==> src/rtl/core/ldfs_pkg.sv <==
package ldfs_pkg;

   // chain geometry
   localparam int MAX_CHIPS      = 16;
   localparam int CH_PER_CHIP    = 12;
   localparam int WORDS_PER_CHIP = 13;
   localparam int CHIP_W         = (MAX_CHIPS > 1) ? $clog2(MAX_CHIPS) : 1;
   localparam int CHIP_CW        = CHIP_W + 1;
   localparam int WORD_W         = 4;
   localparam int STORE_DEPTH    = MAX_CHIPS * CH_PER_CHIP;
   localparam int STORE_AW       = $clog2(STORE_DEPTH);
   localparam int GREY_W         = 16;

   // word field widths
   localparam int CHIP_NUM_W = 5;
   localparam int CHAN_W     = 4;
   localparam int FRAC_W     = 17;
   localparam int CHAIN_W    = 5;
   localparam int WAIT_W     = 10;
   localparam int CSR_IDX_W  = 2;

   // scaler product width
   localparam int PROD_W     = FRAC_W + GREY_W;

   localparam logic [FRAC_W-1:0] FRAC_FULL = FRAC_W'(65536);
   localparam logic [WAIT_W-1:0] WAIT_RESET = WAIT_W'(300);
   localparam logic [WORD_W-1:0] LATCH_BITS = WORD_W'(8);

   typedef enum logic [1:0] {
      MODE_RAW     = 2'd0,
      MODE_SCALED  = 2'd1,
      MODE_REFRESH = 2'd2,
      MODE_TICK    = 2'd3
   } mode_type;

   localparam logic [CSR_IDX_W-1:0] CSR_COMMAND = 2'd0;
   localparam logic [CSR_IDX_W-1:0] CSR_CHAIN   = 2'd1;
   localparam logic [CSR_IDX_W-1:0] CSR_WAIT    = 2'd2;

   // controller -> datapath
   typedef struct packed {
      logic              accept;
      logic              store_we;
      logic              load_cmd;
      logic              load_mem;
      logic              shift_en;
      logic              pin_we;
      logic              pin_from_shift;
      logic              pin_data;
      logic              pin_clock;
      logic              busy;
      logic [CHIP_W-1:0] rd_chip;
      logic [WORD_W-1:0] rd_word;
   } ldfs_cmd_type;

   // channel sent in word slot w+1 of a chip
   function automatic logic [CHAN_W-1:0] send_order(input logic [WORD_W-1:0] w);
      logic [CHAN_W-1:0] ch;
      case (w)
         4'd0:    ch = 4'd9;
         4'd1:    ch = 4'd10;
         4'd2:    ch = 4'd11;
         4'd3:    ch = 4'd6;
         4'd4:    ch = 4'd7;
         4'd5:    ch = 4'd8;
         4'd6:    ch = 4'd3;
         4'd7:    ch = 4'd4;
         4'd8:    ch = 4'd5;
         4'd9:    ch = 4'd0;
         4'd10:   ch = 4'd1;
         4'd11:   ch = 4'd2;
         default: ch = 4'd0;
      endcase
      return ch;
   endfunction

   function automatic logic [GREY_W-1:0] grey_bias(input logic [1:0] sel);
      logic [GREY_W-1:0] b;
      case (sel)
         2'd0:    b = 16'h00ff;
         2'd1:    b = 16'h0fff;
         2'd2:    b = 16'h3fff;
         default: b = 16'hffff;
      endcase
      return b;
   endfunction

endpackage

==> src/rtl/core/ldfs_if.sv <==
interface ldfs_req_if;
   logic                            valid;
   logic                            ready;
   logic [1:0]                      mode;
   logic [ldfs_pkg::CHIP_NUM_W-1:0] chip_number;
   logic [ldfs_pkg::CHAN_W-1:0]     channel;
   logic [ldfs_pkg::GREY_W-1:0]     raw_value;
   logic [ldfs_pkg::FRAC_W-1:0]     fraction;

   modport source (output valid, mode, chip_number, channel, raw_value, fraction,
                   input ready);
   modport sink   (input valid, mode, chip_number, channel, raw_value, fraction,
                   output ready);
endinterface

interface ldfs_rsp_if;
   logic valid;
   logic ready;
   logic data_pin;
   logic clock_pin;
   logic busy_res;

   modport source (output valid, data_pin, clock_pin, busy_res, input ready);
   modport sink   (input valid, data_pin, clock_pin, busy_res, output ready);
endinterface

interface ldfs_csr_if;
   logic                           valid;
   logic                           ready;
   logic [ldfs_pkg::CSR_IDX_W-1:0] index;
   logic [ldfs_pkg::GREY_W-1:0]    data;

   modport source (output valid, index, data, input ready);
   modport sink   (input valid, index, data, output ready);
endinterface

==> src/rtl/core/ldfs_ram.sv <==
module ldfs_ram #(
   parameter int WIDTH = 16,
   parameter int DEPTH = 192
) (
   input  logic                     clock,
   input  logic                     we,
   input  logic [$clog2(DEPTH)-1:0] waddr,
   input  logic [WIDTH-1:0]         wdata,
   input  logic [$clog2(DEPTH)-1:0] raddr,
   output logic [WIDTH-1:0]         rdata
);

   logic [WIDTH-1:0] mem [DEPTH];
   logic [WIDTH-1:0] rdata_ff;

   always_ff @(posedge clock) begin
      if (we) begin
         mem[waddr] <= wdata;
      end
      rdata_ff <= mem[raddr];
   end

   assign rdata = rdata_ff;

endmodule

==> src/rtl/core/ldfs_csr.sv <==
module ldfs_csr (
   input  logic                          clock,
   input  logic                          reset,
   ldfs_csr_if.sink                      csr_chan,
   output logic [ldfs_pkg::GREY_W-1:0]   command_word,
   output logic [ldfs_pkg::CHAIN_W-1:0]  chain_length,
   output logic [ldfs_pkg::WAIT_W-1:0]   latch_wait_ticks
);

   logic [ldfs_pkg::GREY_W-1:0]  command_ff;
   logic [ldfs_pkg::CHAIN_W-1:0] chain_ff;
   logic [ldfs_pkg::WAIT_W-1:0]  wait_ff;
   logic                         wr;

   assign csr_chan.ready = 1'b1;
   assign wr = csr_chan.valid;

   always_ff @(posedge clock) begin
      if (reset) begin
         command_ff <= '0;
         chain_ff   <= ldfs_pkg::CHAIN_W'(1);
         wait_ff    <= ldfs_pkg::WAIT_RESET;
      end else if (wr) begin
         case (csr_chan.index)
            ldfs_pkg::CSR_COMMAND: command_ff <= csr_chan.data;
            ldfs_pkg::CSR_CHAIN:   chain_ff   <= csr_chan.data[ldfs_pkg::CHAIN_W-1:0];
            ldfs_pkg::CSR_WAIT:    wait_ff    <= csr_chan.data[ldfs_pkg::WAIT_W-1:0];
            default: ;  // unmapped index, dropped
         endcase
      end
   end

   assign command_word     = command_ff;
   assign chain_length     = chain_ff;
   assign latch_wait_ticks = wait_ff;

endmodule

==> src/rtl/core/ldfs_ctrl.sv <==
module ldfs_ctrl (
   input  logic                          clock,
   input  logic                          reset,
   input  logic                          req_valid,
   output logic                          req_ready,
   input  logic [1:0]                    req_mode,
   input  logic [ldfs_pkg::CHAN_W-1:0]   req_channel,
   output logic                          rsp_valid,
   input  logic                          rsp_ready,
   input  logic [ldfs_pkg::CHAIN_W-1:0]  chain_length,
   input  logic [ldfs_pkg::WAIT_W-1:0]   latch_wait_ticks,
   output ldfs_pkg::ldfs_cmd_type        cmd
);

   typedef enum logic [1:0] {
      PH_IDLE  = 2'd0,
      PH_SHIFT = 2'd1,
      PH_WAIT  = 2'd2,
      PH_LATCH = 2'd3
   } phase_type;

   phase_type                     phase_ff, phase_in;
   logic [ldfs_pkg::CHIP_W-1:0]   chip_ff, chip_in;
   logic [ldfs_pkg::WORD_W-1:0]   word_ff, word_in;
   logic [ldfs_pkg::WORD_W-1:0]   bit_ff, bit_in;
   logic [ldfs_pkg::WAIT_W-1:0]   wait_ff, wait_in;
   logic                          rsp_valid_ff, rsp_valid_in;

   logic                          accept;
   ldfs_pkg::mode_type            mode;
   logic [ldfs_pkg::CHIP_CW-1:0]  active;
   logic [ldfs_pkg::CHIP_CW-1:0]  chip_next;
   logic [ldfs_pkg::WORD_W-1:0]   bit_inc;
   logic [ldfs_pkg::WAIT_W-1:0]   wait_inc;

   assign req_ready = !rsp_valid_ff || rsp_ready;
   assign accept    = req_valid && req_ready;
   assign mode      = ldfs_pkg::mode_type'(req_mode);
   assign rsp_valid = rsp_valid_ff;

   // chain length clamped to 1..MAX_CHIPS
   always_comb begin
      if (chain_length == '0) begin
         active = ldfs_pkg::CHIP_CW'(1);
      end else if (int'(chain_length) > ldfs_pkg::MAX_CHIPS) begin
         active = ldfs_pkg::CHIP_CW'(ldfs_pkg::MAX_CHIPS);
      end else begin
         active = ldfs_pkg::CHIP_CW'(chain_length);
      end
   end

   assign chip_next = {1'b0, chip_ff} + ldfs_pkg::CHIP_CW'(1);
   assign bit_inc   = bit_ff + ldfs_pkg::WORD_W'(1);
   assign wait_inc  = wait_ff + ldfs_pkg::WAIT_W'(1);

   always_comb begin
      phase_in     = phase_ff;
      chip_in      = chip_ff;
      word_in      = word_ff;
      bit_in       = bit_ff;
      wait_in      = wait_ff;
      rsp_valid_in = rsp_valid_ff;

      cmd                = '0;
      cmd.accept         = accept;
      cmd.rd_chip        = chip_ff;
      cmd.rd_word        = word_ff;

      if (rsp_valid_ff && rsp_ready) begin
         rsp_valid_in = 1'b0;
      end

      if (accept) begin
         rsp_valid_in = 1'b1;
         case (mode)
            ldfs_pkg::MODE_RAW, ldfs_pkg::MODE_SCALED: begin
               cmd.store_we = (phase_ff == PH_IDLE) &&
                              (int'(req_channel) < ldfs_pkg::CH_PER_CHIP);
            end
            ldfs_pkg::MODE_REFRESH: begin
               if (phase_ff == PH_IDLE) begin
                  phase_in     = PH_SHIFT;
                  chip_in      = '0;
                  word_in      = '0;
                  bit_in       = '0;
                  cmd.load_cmd = 1'b1;
               end
            end
            default: begin  // tick
               cmd.pin_we = 1'b1;
               case (phase_ff)
                  PH_SHIFT: begin
                     cmd.pin_from_shift = 1'b1;
                     cmd.pin_clock      = !bit_ff[0];
                     cmd.shift_en       = 1'b1;
                     bit_in             = bit_inc;
                     if (bit_ff == '1) begin
                        bit_in = '0;
                        if (int'(word_ff) == ldfs_pkg::WORDS_PER_CHIP - 1) begin
                           word_in = '0;
                           if (chip_next >= active) begin
                              // last chip done: wait if a latch wait is set, then latch
                              chip_in  = '0;
                              wait_in  = '0;
                              phase_in = (latch_wait_ticks == '0) ? PH_LATCH : PH_WAIT;
                           end else begin
                              chip_in      = chip_next[ldfs_pkg::CHIP_W-1:0];
                              cmd.load_cmd = 1'b1;
                           end
                        end else begin
                           word_in      = word_ff + ldfs_pkg::WORD_W'(1);
                           cmd.load_mem = 1'b1;
                        end
                     end
                  end
                  PH_WAIT: begin
                     wait_in = wait_inc;
                     if (wait_inc == '0 || wait_inc >= latch_wait_ticks) begin
                        wait_in  = '0;
                        bit_in   = '0;
                        phase_in = PH_LATCH;
                     end
                  end
                  PH_LATCH: begin
                     cmd.pin_data = !bit_ff[0];
                     bit_in       = bit_inc;
                     if (bit_inc >= ldfs_pkg::LATCH_BITS) begin
                        bit_in   = '0;
                        phase_in = PH_IDLE;
                     end
                  end
                  default: ;  // idle tick drives both lines low
               endcase
            end
         endcase
      end

      cmd.busy = (phase_in != PH_IDLE);
   end

   always_ff @(posedge clock) begin
      if (reset) begin
         phase_ff     <= PH_IDLE;
         chip_ff      <= '0;
         word_ff      <= '0;
         bit_ff       <= '0;
         wait_ff      <= '0;
         rsp_valid_ff <= 1'b0;
      end else begin
         phase_ff     <= phase_in;
         chip_ff      <= chip_in;
         word_ff      <= word_in;
         bit_ff       <= bit_in;
         wait_ff      <= wait_in;
         rsp_valid_ff <= rsp_valid_in;
      end
   end

endmodule

==> src/rtl/core/ldfs_datapath.sv <==
module ldfs_datapath (
   input  logic                            clock,
   input  logic                            reset,
   input  ldfs_pkg::ldfs_cmd_type          cmd,
   input  logic [ldfs_pkg::CHIP_NUM_W-1:0] req_chip_number,
   input  logic [ldfs_pkg::CHAN_W-1:0]     req_channel,
   input  logic [ldfs_pkg::GREY_W-1:0]     req_raw_value,
   input  logic [ldfs_pkg::FRAC_W-1:0]     req_fraction,
   input  logic [1:0]                      req_mode,
   input  logic [ldfs_pkg::GREY_W-1:0]     command_word,
   output logic                            data_pin,
   output logic                            clock_pin,
   output logic                            busy_res
);

   logic [ldfs_pkg::CHIP_W-1:0]   chip_sel;
   logic [ldfs_pkg::STORE_AW-1:0] waddr;
   logic [ldfs_pkg::STORE_AW-1:0] raddr;
   logic [ldfs_pkg::GREY_W-1:0]   wdata;
   logic [ldfs_pkg::GREY_W-1:0]   rdata;
   logic [ldfs_pkg::FRAC_W-1:0]   frac_clamp;
   logic [ldfs_pkg::PROD_W-1:0]   product;

   logic [ldfs_pkg::STORE_DEPTH-1:0] valid_ff;
   logic                             rd_valid_ff;
   logic [ldfs_pkg::GREY_W-1:0]      shift_ff;
   logic                             pin_data_ff;
   logic                             pin_clock_ff;
   logic                             busy_ff;

   // chip 0 or past MAX_CHIPS falls back to chip 1
   always_comb begin
      if (req_chip_number == '0 || int'(req_chip_number) > ldfs_pkg::MAX_CHIPS) begin
         chip_sel = '0;
      end else begin
         chip_sel = ldfs_pkg::CHIP_W'(req_chip_number - ldfs_pkg::CHIP_NUM_W'(1));
      end
   end

   assign waddr = ldfs_pkg::STORE_AW'(chip_sel) *
                  ldfs_pkg::STORE_AW'(ldfs_pkg::CH_PER_CHIP) +
                  ldfs_pkg::STORE_AW'(req_channel);
   assign raddr = ldfs_pkg::STORE_AW'(cmd.rd_chip) *
                  ldfs_pkg::STORE_AW'(ldfs_pkg::CH_PER_CHIP) +
                  ldfs_pkg::STORE_AW'(ldfs_pkg::send_order(cmd.rd_word));

   // scaled word: floor(fraction * bias / 2^16), fraction clamped to full
   assign frac_clamp = (req_fraction > ldfs_pkg::FRAC_FULL) ? ldfs_pkg::FRAC_FULL
                                                            : req_fraction;
   assign product = ldfs_pkg::PROD_W'(frac_clamp) *
                    ldfs_pkg::PROD_W'(ldfs_pkg::grey_bias(command_word[9:8]));
   assign wdata = (ldfs_pkg::mode_type'(req_mode) == ldfs_pkg::MODE_SCALED)
                  ? product[ldfs_pkg::GREY_W+15:16] : req_raw_value;

   ldfs_ram #(
      .WIDTH (ldfs_pkg::GREY_W),
      .DEPTH (ldfs_pkg::STORE_DEPTH)
   ) u_store (
      .clock (clock),
      .we    (cmd.store_we),
      .waddr (waddr),
      .wdata (wdata),
      .raddr (raddr),
      .rdata (rdata)
   );

   // per-entry written flags; unwritten entries read as zero
   always_ff @(posedge clock) begin
      if (reset) begin
         valid_ff    <= '0;
         rd_valid_ff <= 1'b0;
      end else begin
         if (cmd.store_we) begin
            valid_ff[waddr] <= 1'b1;
         end
         rd_valid_ff <= valid_ff[raddr];
      end
   end

   always_ff @(posedge clock) begin
      if (reset) begin
         shift_ff     <= '0;
         pin_data_ff  <= 1'b0;
         pin_clock_ff <= 1'b0;
         busy_ff      <= 1'b0;
      end else begin
         if (cmd.load_cmd) begin
            shift_ff <= command_word;
         end else if (cmd.load_mem) begin
            shift_ff <= rd_valid_ff ? rdata : '0;
         end else if (cmd.shift_en) begin
            shift_ff <= {shift_ff[ldfs_pkg::GREY_W-2:0], 1'b0};
         end
         if (cmd.pin_we) begin
            pin_data_ff  <= cmd.pin_from_shift ? shift_ff[ldfs_pkg::GREY_W-1] : cmd.pin_data;
            pin_clock_ff <= cmd.pin_clock;
         end
         if (cmd.accept) begin
            busy_ff <= cmd.busy;
         end
      end
   end

   assign data_pin  = pin_data_ff;
   assign clock_pin = pin_clock_ff;
   assign busy_res  = busy_ff;

endmodule

==> src/rtl/core/led_driver_frame_shift_out_unit.sv <==
// Frame shifter for a chain of serial grey-scale LED driver chips.
//
// req_chan takes one word per item: mode 0 stores a raw grey word, mode 1
// stores fraction times the grey-depth bias, mode 2 starts a refresh and
// mode 3 is a time tick that advances the serial line by one half clock.
// Stores and refresh requests are dropped while a refresh is running.
// rsp_chan returns exactly one word per item: data and clock pin levels plus
// the busy flag, all as they stand after that item.
// csr_chan writes command word, chain length and latch wait; write only
// while no item is in flight.
//
// Timing: a response appears in the cycle after its item is accepted; one item
// per cycle is sustained as long as rsp_chan keeps taking words. The single
// response register is the only buffer: while it is held, req_chan.ready
// drops, except in the cycle the held word is taken.
// Reset clears the pins, the sequencer and the frame-store written flags, so
// the store reads as all zero at once; no clearing pass.

module led_driver_frame_shift_out_unit (
   input  logic        clock,
   input  logic        reset,
   ldfs_req_if.sink    req_chan,
   ldfs_rsp_if.source  rsp_chan,
   ldfs_csr_if.sink    csr_chan
);

   logic [ldfs_pkg::GREY_W-1:0]  command_word;
   logic [ldfs_pkg::CHAIN_W-1:0] chain_length;
   logic [ldfs_pkg::WAIT_W-1:0]  latch_wait_ticks;
   ldfs_pkg::ldfs_cmd_type       cmd;

   // register file, always ready
   ldfs_csr u_csr (
      .clock            (clock),
      .reset            (reset),
      .csr_chan         (csr_chan),
      .command_word     (command_word),
      .chain_length     (chain_length),
      .latch_wait_ticks (latch_wait_ticks)
   );

   // phase sequencer and handshake; counters for chip, word, bit and wait
   ldfs_ctrl u_ctrl (
      .clock            (clock),
      .reset            (reset),
      .req_valid        (req_chan.valid),
      .req_ready        (req_chan.ready),
      .req_mode         (req_chan.mode),
      .req_channel      (req_chan.channel),
      .rsp_valid        (rsp_chan.valid),
      .rsp_ready        (rsp_chan.ready),
      .chain_length     (chain_length),
      .latch_wait_ticks (latch_wait_ticks),
      .cmd              (cmd)
   );

   // frame store, scaler, shift register and pin/response registers.
   // The next word of a chip is read continuously from the sequencer's
   // counters, so it is ready long before the last bit of the current one.
   ldfs_datapath u_datapath (
      .clock           (clock),
      .reset           (reset),
      .cmd             (cmd),
      .req_chip_number (req_chan.chip_number),
      .req_channel     (req_chan.channel),
      .req_raw_value   (req_chan.raw_value),
      .req_fraction    (req_chan.fraction),
      .req_mode        (req_chan.mode),
      .command_word    (command_word),
      .data_pin        (rsp_chan.data_pin),
      .clock_pin       (rsp_chan.clock_pin),
      .busy_res        (rsp_chan.busy_res)
   );

endmodule
==> src/flat_wrapper.sv <==
// flat-port wrapper written by rule: the top's interface ports become plain ports
module led_driver_frame_shift_out_unit_flat 
  (clock, reset, req_chan_valid, req_chan_mode, req_chan_chip_number, req_chan_channel, req_chan_raw_value, req_chan_fraction, req_chan_ready, rsp_chan_valid, rsp_chan_data_pin, rsp_chan_clock_pin, rsp_chan_busy_res, rsp_chan_ready, csr_chan_valid, csr_chan_index, csr_chan_data, csr_chan_ready);
  ldfs_req_if req_chan_i ();
  ldfs_rsp_if rsp_chan_i ();
  ldfs_csr_if csr_chan_i ();
  input  logic clock;
  input  logic reset;
  input wire logic [$bits(req_chan_i.valid)-1:0] req_chan_valid;
  input wire logic [$bits(req_chan_i.mode)-1:0] req_chan_mode;
  input wire logic [$bits(req_chan_i.chip_number)-1:0] req_chan_chip_number;
  input wire logic [$bits(req_chan_i.channel)-1:0] req_chan_channel;
  input wire logic [$bits(req_chan_i.raw_value)-1:0] req_chan_raw_value;
  input wire logic [$bits(req_chan_i.fraction)-1:0] req_chan_fraction;
  output wire logic [$bits(req_chan_i.ready)-1:0] req_chan_ready;
  output wire logic [$bits(rsp_chan_i.valid)-1:0] rsp_chan_valid;
  output wire logic [$bits(rsp_chan_i.data_pin)-1:0] rsp_chan_data_pin;
  output wire logic [$bits(rsp_chan_i.clock_pin)-1:0] rsp_chan_clock_pin;
  output wire logic [$bits(rsp_chan_i.busy_res)-1:0] rsp_chan_busy_res;
  input wire logic [$bits(rsp_chan_i.ready)-1:0] rsp_chan_ready;
  input wire logic [$bits(csr_chan_i.valid)-1:0] csr_chan_valid;
  input wire logic [$bits(csr_chan_i.index)-1:0] csr_chan_index;
  input wire logic [$bits(csr_chan_i.data)-1:0] csr_chan_data;
  output wire logic [$bits(csr_chan_i.ready)-1:0] csr_chan_ready;
  assign req_chan_i.valid = req_chan_valid;
  assign req_chan_i.mode = req_chan_mode;
  assign req_chan_i.chip_number = req_chan_chip_number;
  assign req_chan_i.channel = req_chan_channel;
  assign req_chan_i.raw_value = req_chan_raw_value;
  assign req_chan_i.fraction = req_chan_fraction;
  assign req_chan_ready = req_chan_i.ready;
  assign rsp_chan_valid = rsp_chan_i.valid;
  assign rsp_chan_data_pin = rsp_chan_i.data_pin;
  assign rsp_chan_clock_pin = rsp_chan_i.clock_pin;
  assign rsp_chan_busy_res = rsp_chan_i.busy_res;
  assign rsp_chan_i.ready = rsp_chan_ready;
  assign csr_chan_i.valid = csr_chan_valid;
  assign csr_chan_i.index = csr_chan_index;
  assign csr_chan_i.data = csr_chan_data;
  assign csr_chan_ready = csr_chan_i.ready;
  led_driver_frame_shift_out_unit u_core (.clock(clock), .reset(reset), .req_chan(req_chan_i), .rsp_chan(rsp_chan_i), .csr_chan(csr_chan_i));
endmodule
==> config.mk <==
export PLATFORM = sky130hd
export DESIGN_NAME = led_driver_frame_shift_out_unit_flat
export DESIGN_NICKNAME = d
export VERILOG_FILES = /design/src/rtl/core/ldfs_pkg.sv /design/src/rtl/core/ldfs_if.sv /design/src/rtl/core/ldfs_ram.sv /design/src/rtl/core/ldfs_csr.sv /design/src/rtl/core/ldfs_ctrl.sv /design/src/rtl/core/ldfs_datapath.sv /design/src/rtl/core/led_driver_frame_shift_out_unit.sv /design/src/flat_wrapper.sv
export SDC_FILE = /design/constraint.sdc
export NUM_CORES = 2
export LEC_CHECK = 0
export BUFFER_PORTS_ARGS = -buffer_cell sky130_fd_sc_hd__buf_2
export CORE_MARGIN = 10
export CORE_UTILIZATION = 33
export DETAILED_ROUTE_END_ITERATION = 8
export SKIP_CTS_REPAIR_TIMING = 1
export SLEW_MARGIN = 20
export SYNTH_ARGS = -nofsm -noshare
export SYNTH_HDL_FRONTEND = slang
export SYNTH_SLANG_ARGS = --single-unit
==> constraint.sdc <==
create_clock -name clock -period 41.7 [get_ports clock]
set_input_delay 4.17 -clock clock [delete_from_list [all_inputs] [get_ports clock]]
set_output_delay 4.17 -clock clock [all_outputs]
set_load 0.005 [all_outputs]
==> metrics.txt <==
outcome=finished clean; reg2reg setup slack=between 30000 and 40000 ps; hpwl dp=between 200000 and 250000 µm; hold_ws=around 460 ps; H-tree depth=5; post-route ant nets=0; WP data arrival=~14000 ps; min-delay worst type=flip-flop to flip-flop; First-pass DRT Iterations=6; initial antenna violation count=30; Flop pwr share=about half; register area share after synthesis=71.1%; capturing point of the worst reg2reg path=u_core.u_datapath.u_store.mem[17][11]; Final setup viols=0; Layout Skew=between 100 and 150 ps; relative slew slack=about a quarter; Slew @ Worst Pin=1130 ps; WS Path Type=primary input to flip-flop; Final min period=about 13000 ps; maximum VDD drop=0.0509 mV; io pins=73; hold path start=u_core.u_datapath.valid_ff[141]; drt total wl=roughly 360000 µm; Syn Area/Cell=20.8 µm²; Hold Path End=u_core.u_datapath.valid_ff[141]; Yosys cell types=73; gr usage total=15.7%; Post-synth EDFFs=3072; wire length per cell=between 20 and 30 µm; Setup crit end kind=flip-flop; CTS Root Cell=clkbuf_16; Clock Path Buffers=4; Net Sw Frac=around a quarter; data required time of the critical path=roughly 42000 ps; reg-to-reg startpoint=u_core.u_csr.command_word[9]; DR DRC count=0; switching power=approximately 1.9 mW; first-pass GRT wire length=about 520000 µm; Area Overhead vs Synth=14.1%; total grt overflow=0; GPL Wtd Cong=0.839; most frequent cells in the layout=3072 x edfxtp_1, 1061 x mux4_2, 360 x clkbuf_16; clock-pin slew of the registers on the worst-case setup and hold paths=~60 ps; core area=about 420000 µm²; Synth async-reset ratio=0%; area occupied by registers=a little under 100000 µm²; top cell type's share of synthesized area=between 60% and 70%; routed vias=roughly 70k; main area contributors after synthesis=edfxtp_1 67%, mux4_2 17%, dfxtp_1 4.2%; Final Hold Vio Count=0; die footprint=between 400000 and 500000 µm²; Leakage=approximately 50 nW; Row Count=roughly 240; largest net degree at the start of global routing=193; leading area contributor after synthesis=edfxtp_1; port bufs=71; DR vias/cell=~5.4; Synth Cell Area=between 100000 and 150000 µm²; RSZ-0062 raised after global routing=false; worst reg-to-reg path cell count=21; Pwr Density=a little under 50 nW/µm²; fmax=between 0.07 and 0.08 GHz; P_int=just under 6 mW; Initial Util=33.1%; Iter 0 DRT Violations=around 8.4k; Final period util=roughly a third; CP Max Fanout=85; Die Y=roughly 670 µm; nets=between 7k and 8k; Final Max Slew Viols=0; fill count=roughly 37k; clock network fraction of total power=between 30% and 40%; vias in the first global route=between 60k and 70k; Sum Neg Setup Slack=0 ps; Syn Inst Count=6640; CTS tree=done; layout cells sized above 1=between 20 and 30%; max-cap violations=0; flops & latches, synth=about 3.4k; hold depth=1; commonest non-fill, non-tap cell in the layout=edfxtp_1; YS warnings=0; combinational share of power=between 10% and 20%; Skew-Pair Late Insertion Delay=roughly 960 ps; Main synth FF type=edfxtp_1; post-synthesis net count=a little over 7k; Multi-input gate area=~38000 µm²; CTS sink cnt=around 3.4k; cts bufs inserted=~350; Die Wd=roughly 670 µm; Startpoint Class=primary input
-- critical path, stage by stage --
cell     delay (ps)
buf_2           190
inv_1           340
a41o_1          440
nand2_1         320
inv_1           240
nand2_1         230
fa_1            580
inv_1            60
fa_1            500
inv_1            60
fa_1            530
inv_1            50
fa_1            390
fa_1            520
inv_1            50
fa_1            480
inv_1            40
ha_1            350
a21oi_1         180
o21ai_0         100
nor4_1          510
nand3_1         330
a41o_1          370
xnor2_1         170
o21ai_4         750
buf_4           800
buf_4           770
-- layer usage --
layer / GRT usage (%) / vias to the layer above / share of wire, %
li1: - / 27900 / -
met1: 21.9 / 37300 / 41
met2: 25.2 / 2926 / 48
met3: 3.11 / 582 / 8.4
met4: 4.27 / 8 / 2.9
met5: 0 / - / 0.017
-- power by group through the flow --
stage | Sequential, mW | Clock (mW) | Combinational (mW)
after floorplan | 4.19 | 0 | 0.467
after global placement | 4.06 | 0 | 0.782
after detailed placement | 4.06 | 0 | 0.819
after CTS | 3.99 | 3.06 | 0.823
after global routing | 3.99 | 3.19 | 0.911
final | 3.99 | 3.00 | 0.818
-- logic make-up after synthesis --
family                     after synthesis  share of synthesized area [%]
other                                    1                        0.00272
AOI/OAI and AO/OA                      440                           2.35
DFF                                   3360                           71.1
buffers and inverters                  658                           2.01
xor gates and xnor gates                41                          0.260
adders and majority gates              333                           4.08
and+or+nand+nor                        702                           2.58
muxes                                 1105                           17.7
-- registers in the layout, summed over array words and instances (netlist names), named ones only --
signal,cells
u_core.u_datapath.u_store.mem,3072
u_core.u_datapath.valid_ff,192
u_core.u_csr.command_word,16
u_core.u_datapath.shift_ff,16
u_core.u_datapath.u_store.rdata,16
u_core.u_csr.latch_wait_ticks,10
u_core.u_ctrl.wait_ff,10
u_core.u_csr.chain_length,5
u_core.u_ctrl.bit_ff,4
u_core.u_ctrl.chip_ff,4
u_core.u_ctrl.word_ff,4
u_core.u_ctrl.phase_ff,2
u_core.u_datapath.raddr,2
u_core.u_ctrl.rsp_valid,1
u_core.u_datapath.busy_res,1
u_core.u_datapath.clock_pin,1
u_core.u_datapath.data_pin,1
u_core.u_datapath.rd_valid_ff,1
-- worst max-delay path by stage --
stage,depth (start not counted),slack (ps),start,end
3_5_place_dp,27,27660,req_chan_fraction[16],u_core.u_datapath.u_store.mem[32][11]
4_1_cts,27,28590,req_chan_fraction[16],u_core.u_datapath.u_store.mem[17][11]
2_1_floorplan,25,22060,req_chan_fraction[3],u_core.u_datapath.u_store.mem[0][5]
5_1_grt,27,28030,req_chan_fraction[0],u_core.u_datapath.u_store.mem[17][11]
6_report,27,28540,req_chan_fraction[16],u_core.u_datapath.u_store.mem[17][11]
3_3_place_gp,28,27420,req_chan_fraction[11],u_core.u_datapath.u_store.mem[24][8]
-- metrics by stage --
stage / std cells / power, mW / setup WS [ps] / util, % / area [µm²]
after CTS: 12700 / 7.87 / 28590 / 37.7 / 157000
final: 12700 / 7.81 / 28540 / 37.8 / 157000
after global placement: 12100 / 4.84 / 27420 / 35.1 / 146000
after floorplan: 6640 / 4.66 / 22060 / - / 138000
after global routing: 12700 / 8.09 / 28030 / 37.8 / 157000
after detailed placement: 12100 / 4.88 / 27660 / 35.1 / 146000
-- synthesized netlist by cell type (all sizes together), types with 3 or more instances --
cell     instances
buf            156
o22ai            4
xor2            16
nand3b           3
or2             14
and3            16
nor4            12
a21o            16
o211ai          10
nand2b          12
o21ai           49
or3             73
clkbuf         230
a21oi           95
o2bb2ai        193
mux2            14
mux4          1061
fa             195
a222oi          15
or3b             6
and2            16
dfxtp          288
nor2           215
o31ai           11
or4              4
a31o             4
nor2b           17
inv            272
nand2          191
a211oi          15
nand4           10
a21boi           3
xnor2           25
ha             138
o21a             3
nor3            78
a31oi            4
mux2i           30
nand3           22
edfxtp        3072
nor3b            5
-- cell type report --
| type | instances | area share, % |
|---|---|---|
| flip-flops and latches | 3360 | 62.3 |
| multi-input cells | 2622 | 24.0 |
| repair buffers | 356 | 1.72 |
| clock buffers | 457 | 6.00 |
| inverters | 272 | 0.652 |
| clock inverters | 173 | 0.974 |
| well taps | 5497 | 4.37 |
| diodes | 8 | 0.0127 |
Power figures use the tool's default switching activity.
